<file path="src/sv/clvl_pkg.sv">
`default_nettype none
// ----------------------------------------------------------------------------
// clvl_pkg
// Shared types and codes for the compacting value list.
// ----------------------------------------------------------------------------
package clvl_pkg;

   localparam int ValueWidth = 32;

   typedef logic [1:0]            cmd_type;
   typedef logic [ValueWidth-1:0] value_type;

   localparam cmd_type CMD_ADD    = 2'd0;
   localparam cmd_type CMD_REMOVE = 2'd1;
   localparam cmd_type CMD_CLEAR  = 2'd2;

   typedef enum logic [2:0] {
      ST_IDLE,
      ST_SCAN,
      ST_CMP,
      ST_SH_RD,
      ST_SH_WR
   } state_type;

   typedef struct packed {
      logic done;
      logic ok;
      logic idle;
   } seq_status_type;

endpackage : clvl_pkg
`default_nettype wire

</file>
<file path="src/sv/clvl_ram.sv">
`default_nettype none
// ----------------------------------------------------------------------------
// clvl_ram
// Generic single-write, single-read RAM with registered read data.
// ----------------------------------------------------------------------------
module clvl_ram #(
   parameter int Width = 32,
   parameter int Depth = 16
) (
   input  wire logic                                clock,
   input  wire logic                                wr_en,
   input  wire logic [((Depth > 1) ? $clog2(Depth) : 1)-1:0] wr_addr,
   input  wire logic [Width-1:0]                    wr_data,
   input  wire logic [((Depth > 1) ? $clog2(Depth) : 1)-1:0] rd_addr,
   output logic      [Width-1:0]                    rd_data
);

   logic [Width-1:0] mem [Depth];

   always_ff @(posedge clock) begin
      if (wr_en) begin
         mem[wr_addr] <= wr_data;
      end
      rd_data <= mem[rd_addr];
   end

endmodule : clvl_ram
`default_nettype wire

</file>
<file path="src/sv/clvl_seq.sv">
`default_nettype none
// ----------------------------------------------------------------------------
// clvl_seq
// Sequencer for the list: append, clear, and a remove that scans the entry
// memory with one shared comparator and then moves later entries down.
// ----------------------------------------------------------------------------
module clvl_seq #(
   parameter int Capacity = 16
) (
   input  wire logic                                      clock,
   input  wire logic                                      reset,
   input  wire logic                                      start,
   input  wire clvl_pkg::cmd_type                         cmd,
   input  wire clvl_pkg::value_type                       item_value,
   input  wire clvl_pkg::value_type                       rd_data,
   output logic                                           wr_en,
   output logic [((Capacity > 1) ? $clog2(Capacity) : 1)-1:0] wr_addr,
   output clvl_pkg::value_type                            wr_data,
   output logic [((Capacity > 1) ? $clog2(Capacity) : 1)-1:0] rd_addr,
   output logic [$clog2(Capacity + 1)-1:0]                count_next,
   output clvl_pkg::seq_status_type                       status
);

   import clvl_pkg::*;

   localparam int AW = (Capacity > 1) ? $clog2(Capacity) : 1;
   localparam int CW = $clog2(Capacity + 1);
   localparam logic [CW-1:0] CapCount = CW'(Capacity);

   state_type       state_ff, state_in;
   logic [CW-1:0]   count_ff, count_in;
   logic [CW-1:0]   idx_ff, idx_in;
   value_type       value_ff, value_in;
   logic [CW:0]     idx_p1, idx_p2, count_x;

   assign idx_p1  = {1'b0, idx_ff} + {{CW{1'b0}}, 1'b1};
   assign idx_p2  = {1'b0, idx_ff} + (CW+1)'(2);
   assign count_x = {1'b0, count_ff};

   always_ff @(posedge clock) begin
      if (reset) begin
         state_ff <= ST_IDLE;
         count_ff <= '0;
      end else begin
         state_ff <= state_in;
         count_ff <= count_in;
      end
      idx_ff   <= idx_in;
      value_ff <= value_in;
   end

   always_comb begin
      state_in    = state_ff;
      count_in    = count_ff;
      idx_in      = idx_ff;
      value_in    = value_ff;
      wr_en       = 1'b0;
      wr_addr     = idx_ff[AW-1:0];
      wr_data     = rd_data;
      rd_addr     = idx_ff[AW-1:0];
      status.done = 1'b0;
      status.ok   = 1'b0;
      status.idle = 1'b0;
      case (state_ff)
         ST_IDLE: begin
            status.idle = 1'b1;
            if (start) begin
               case (cmd)
                  CMD_ADD: begin
                     status.done = 1'b1;
                     if (count_ff < CapCount) begin
                        wr_en     = 1'b1;
                        wr_addr   = count_ff[AW-1:0];
                        wr_data   = item_value;
                        count_in  = count_ff + {{(CW-1){1'b0}}, 1'b1};
                        status.ok = 1'b1;
                     end
                  end
                  CMD_REMOVE: begin
                     if (count_ff == '0) begin
                        status.done = 1'b1;
                     end else begin
                        value_in = item_value;
                        idx_in   = '0;
                        state_in = ST_SCAN;
                     end
                  end
                  CMD_CLEAR: begin
                     count_in    = '0;
                     status.done = 1'b1;
                     status.ok   = 1'b1;
                  end
                  default: begin
                     status.done = 1'b1;
                  end
               endcase
            end
         end
         ST_SCAN: begin
            rd_addr  = idx_ff[AW-1:0];
            state_in = ST_CMP;
         end
         ST_CMP: begin
            if (rd_data == value_ff) begin
               if (idx_p1 < count_x) begin
                  state_in = ST_SH_RD;
               end else begin
                  count_in    = count_ff - {{(CW-1){1'b0}}, 1'b1};
                  status.done = 1'b1;
                  status.ok   = 1'b1;
                  state_in    = ST_IDLE;
               end
            end else begin
               idx_in = idx_p1[CW-1:0];
               if (idx_p1 >= count_x) begin
                  status.done = 1'b1;
                  state_in    = ST_IDLE;
               end else begin
                  state_in = ST_SCAN;
               end
            end
         end
         ST_SH_RD: begin
            rd_addr  = idx_p1[AW-1:0];
            state_in = ST_SH_WR;
         end
         ST_SH_WR: begin
            wr_en   = 1'b1;
            wr_addr = idx_ff[AW-1:0];
            wr_data = rd_data;
            idx_in  = idx_p1[CW-1:0];
            if (idx_p2 < count_x) begin
               state_in = ST_SH_RD;
            end else begin
               count_in    = count_ff - {{(CW-1){1'b0}}, 1'b1};
               status.done = 1'b1;
               status.ok   = 1'b1;
               state_in    = ST_IDLE;
            end
         end
         default: begin
            state_in = ST_IDLE;
         end
      endcase
      count_next = count_in;
   end

endmodule : clvl_seq
`default_nettype wire

</file>
<file path="src/sv/compacting_value_list_top.sv">
`default_nettype none
// ----------------------------------------------------------------------------
// compacting_value_list_top
// Fixed-capacity list of signed 32-bit values with append, remove of the
// first match (later entries move down) and clear.
// ----------------------------------------------------------------------------
// Channel  Direction  Fields
// req      in         tuser: cmd [1:0]; tdata: item_value [31:0]
// rsp      out        tdata: ok [0], entry_count [5:1], is_empty [6], zero [7]
//
// Add, clear and unused codes finish in the cycle they are taken. Remove goes
// through a scan and a compare state for each entry up to the match, then a
// shift-read and a shift-write state for each later entry moved down, set by
// the single read port of the entry RAM.
// Reset empties the list at once; the entry RAM is not cleared.
// A result waits in an output register; the next request is taken once that
// register is free or is being emptied in the same cycle.
// ----------------------------------------------------------------------------
module compacting_value_list_top #(
   parameter int CAPACITY = 16
) (
   input  wire logic       clock,
   input  wire logic       reset,
   input  wire logic       req_tvalid,
   output logic            req_tready,
   input  wire logic [31:0] req_tdata,  // item_value [31:0]
   input  wire logic [1:0]  req_tuser,  // cmd [1:0]
   output logic            rsp_tvalid,
   input  wire logic       rsp_tready,
   output logic [7:0]      rsp_tdata    // ok, entry_count [5:1], is_empty, zero
);

   import clvl_pkg::*;

   localparam int AW = (CAPACITY > 1) ? $clog2(CAPACITY) : 1;
   localparam int CW = $clog2(CAPACITY + 1);

   logic           wr_en;
   logic [AW-1:0]  wr_addr;
   logic [AW-1:0]  rd_addr;
   value_type      wr_data;
   value_type      rd_data;
   logic [CW-1:0]  count_next;
   logic [CW+4:0]  count_wide;
   seq_status_type status;
   logic           start;

   logic           rsp_valid_ff, rsp_valid_in;
   logic [7:0]     rsp_data_ff, rsp_data_in;

   assign req_tready = status.idle && (!rsp_valid_ff || rsp_tready);
   assign start      = req_tvalid && req_tready;
   assign count_wide = {5'b00000, count_next};

   clvl_ram #(
      .Width (ValueWidth),
      .Depth (CAPACITY)
   ) u_ram (
      .clock   (clock),
      .wr_en   (wr_en),
      .wr_addr (wr_addr),
      .wr_data (wr_data),
      .rd_addr (rd_addr),
      .rd_data (rd_data)
   );

   clvl_seq #(
      .Capacity (CAPACITY)
   ) u_seq (
      .clock      (clock),
      .reset      (reset),
      .start      (start),
      .cmd        (req_tuser),
      .item_value (req_tdata),
      .rd_data    (rd_data),
      .wr_en      (wr_en),
      .wr_addr    (wr_addr),
      .wr_data    (wr_data),
      .rd_addr    (rd_addr),
      .count_next (count_next),
      .status     (status)
   );

   always_ff @(posedge clock) begin
      if (reset) begin
         rsp_valid_ff <= 1'b0;
      end else begin
         rsp_valid_ff <= rsp_valid_in;
      end
      rsp_data_ff <= rsp_data_in;
   end

   always_comb begin
      rsp_valid_in = rsp_valid_ff && !rsp_tready;
      rsp_data_in  = rsp_data_ff;
      if (status.done) begin
         rsp_valid_in = 1'b1;
         rsp_data_in  = {1'b0, (count_next == '0), count_wide[4:0], status.ok};
      end
   end

   assign rsp_tvalid = rsp_valid_ff;
   assign rsp_tdata  = rsp_data_ff;

endmodule : compacting_value_list_top
`default_nettype wire

</file>
<file path="config.mk">
export PLATFORM = sky130hd
export DESIGN_NAME = compacting_value_list_top
export DESIGN_NICKNAME = d
export VERILOG_FILES = /design/src/sv/clvl_pkg.sv /design/src/sv/clvl_ram.sv /design/src/sv/clvl_seq.sv /design/src/sv/compacting_value_list_top.sv
export SDC_FILE = /design/constraint.sdc
export NUM_CORES = 1
export LEC_CHECK = 0
export BUFFER_PORTS_ARGS = -buffer_cell sky130_fd_sc_hd__buf_2
export CAP_MARGIN = 25
export CORE_UTILIZATION = 55
export DETAILED_ROUTE_END_ITERATION = 6
export PLACE_DENSITY_LB_ADDON = 0.3
export SKIP_LAST_GASP = 1
export SLEW_MARGIN = 20
export SYNTH_ARGS = -nofsm -noshare
export SYNTH_HDL_FRONTEND = slang
export SYNTH_HIERARCHICAL = 1
export SYNTH_SLANG_ARGS = --single-unit
</file>
<file path="constraint.sdc">
create_clock -name clock -period 6.1 [get_ports clock]
set_input_delay 0.915 -clock clock [delete_from_list [all_inputs] [get_ports clock]]
set_output_delay 0.915 -clock clock [all_outputs]
set_load 0.01 [all_outputs]
</file>
==> reports/metrics.cfg <==
[critical_path]
crit_required_ns=6.39
worst_setup_path_start_kind=flop
crit_type=reg2reg
reg2reg_from=u_seq/state_ff[0]$_SDFFE_PP0P_
cp-startpoint=u_seq/state_ff[0]$_SDFFE_PP0P_
cp_data_arrival_time_ns=4.82
cp_max_fo=21
crit_path_end_kind=flop

[cts]
clockBufferDepth=3
cts_made_buffers=56
h-tree-depth=2
tritoncts=built
cts_hold_buf=0
clk_latency_ns=0.60
post_cts.repair.setup_buffers=0
cts_root_buf=clkbuf_16
clk_pin_slew_ns=0.07
cts.sink_count=597
cts_resized=0

[status]
outcome=finished clean

[sta]
fin_crit_sh=0.742
rsz0062_at_grt=false
worst_pin_slew_ns=1.05
clock_skew_ns=0.0136
tns_ns=0
setup_violations=0
min_period_ns=4.52
hold_viol_final=0
clock.fmax_mhz=221
relSlewSlack=0.300
fin_hold_ws_ns=0.505
slew_violations=0

[power]
power_frac_clock=0.437
ir_drop_mv=0.387
leakagePower_uw=0.00865
swShare=0.191
seqPwrFrac=0.542
power.internal_uw=6700
p_sw_uw=1580
p_comb_frac=0.021
power.density_mw_per_mm2=313

[detailed_routing]
ant_nets=0
drt_iter0_drc=1355
dr_total_vias=11505
route.detailed.drc=0
wire_per_inst_um=28.0
dr.pass1.iters=6
drt-vias-per-instance=6.34
drt_wl_total_um=50900

[synth]
synth_ff_type=edfxtp_1
synthTopCellsByCount=edfxtp_1, mux4_2, a22oi_1, nand2_1, dfxtp_1
syn_inst=1145
yosysWarnings=6
yosysMostFrequentCell=edfxtp_1
synth_edf_count=556
syn-num-nets=1198
async_reset_ff_frac=0
seq_area_frac_synth=0.751
netlist.area_leader.share=0.716
synth.cell_area_mm2=0.0233
netlist_top_cells_area=edfxtp_1, mux4_2, dfxtp_1
ys_ff_latch=597
synth_top_cell_by_area=edfxtp_1
avgSynthCellArea_um2=20.4
synth_cell_type_count=58

[placement]
dpl-instance-area_mm2=0.0246
dp_hpwl_um=30400
place_congestion=0.860
numPortBuffers=46
placedCellCount=1709

[final_layout]
final_util=0.633
design_area_mm2=0.0265
area_growth_syn_to_layout_pct=13.6
multi_input_area_mm2=0.00563
layout.nets=1284
fin_cells=1815
n_antenna_cell=0
seqCellArea_mm2=0.0175
fillCellCount=2791
drive_above_1_share=0.292

[grt]
antenna_found_initial=2
grt_pass1_vias=11618
track_usage=0.243
grt_max_degree=129
grt_pass1_wl_um=75800
grt_overflow=0

[floorplan]
die_w_um=208
core_area_mm2=0.0419
dieHeight_um=208
die_area_mm2=0.0432
pin_count=48
start_util=0.557
rows=75

[worst_hold_path]
min_from=req_tdata[26]
hold_path_class=in2reg

[job]
maxCapViolations=0

through the flow:
stage               setup WS [ns]  power, uW
floorplan                   0.575       4680
global placement             1.63       4750
detailed placement           1.39       4750
CTS                          1.42       8340
global route                 1.28       8510
finish                       1.58       8290
sequential cells by signal (all words and copies together) (netlist names):
name / cells
u_ram/mem: 512
u_ram/rd_data: 32
u_seq/value_ff: 32
rsp_tdata: 7
u_seq/count_ff: 5
u_seq/idx_ff: 5
u_seq/state_ff: 3
rsp_tvalid: 1
cell usage in the layout, fill, tap and decap left out, types with 14 or more instances in the layout:
cell type,netlist,routed
a22oi_1,67,67
buf_2,13,47
buf_4,11,21
clkbuf_16,0,57
clkinv_2,0,18
dfxtp_1,41,41
edfxtp_1,556,556
ha_1,15,15
mux2_2,34,34
mux4_2,128,128
nand2_1,48,48
nor2_1,34,20
nor2_4,0,14
xor2_1,35,35
path summary, 6_finish.rpt:
path | slack (ns) | end | depth (start not counted)
max | 1.58 | u_ram/mem[6][2]$_DFFE_PP_ | 10
min | 0.51 | u_seq/value_ff[26]$_DFFE_PP_ | 1
max reg2reg | 1.58 | u_ram/mem[6][2]$_DFFE_PP_ | 10
min reg2reg | 0.53 | rsp_tvalid$_SDFF_PP0_ | 2
cell type report:
| class | count | share of cell area |
|---|---|---|
| clock buffer | 68 | 0.0565 |
| tap | 539 | 0.0255 |
| multi-input combinational | 481 | 0.213 |
| inverter | 13 | 0.00184 |
| clock inverter | 35 | 0.0160 |
| timing repair buffer | 82 | 0.0262 |
| sequential | 597 | 0.661 |
cells by family after synthesis:
group                    share of synthesized area
flip-flops                                   0.751
multiplexers                                 0.141
AO/OA/AOI/OAI                               0.0349
AND/OR/NAND/NOR                             0.0360
XOR/XNOR                                    0.0150
adder cells (fa/ha/maj)                    0.00805
buffers and inverters                       0.0140
other                                     0.000161
metal layers:
| metal | vias up | track usage | share of wire |
|---|---|---|---|
| met5 | - | 0 | 0.00029 |
| met4 | 2 | 0.0828 | 0.026 |
| met3 | 89 | 0.0474 | 0.074 |
| met2 | 487 | 0.386 | 0.49 |
| met1 | 6040 | 0.340 | 0.41 |
| li1 | 4887 | - | - |
power by group through the flow:
stage          Clock, uW  Combinational (uW)  Sequential (uW)
2_1_floorplan          0                97.5             4580
3_3_place_gp           0                 167             4580
3_5_place_dp           0                 174             4580
4_1_cts             3680                 174             4490
5_1_grt             3830                 187             4490
6_report            3620                 175             4490
critical path, stage by stage (launching register included):
cell and delay (ns):
dfxtp_1 0.47, or3_1 0.51, inv_1 0.11, and3_1 0.20, nor2b_1 0.25, nand2_1 0.13
nor3_2 0.47, mux2_2 0.45, nand3b_1 0.40, nor2_4 0.84, buf_4 0.37
(Power assumes the default switching activity.)
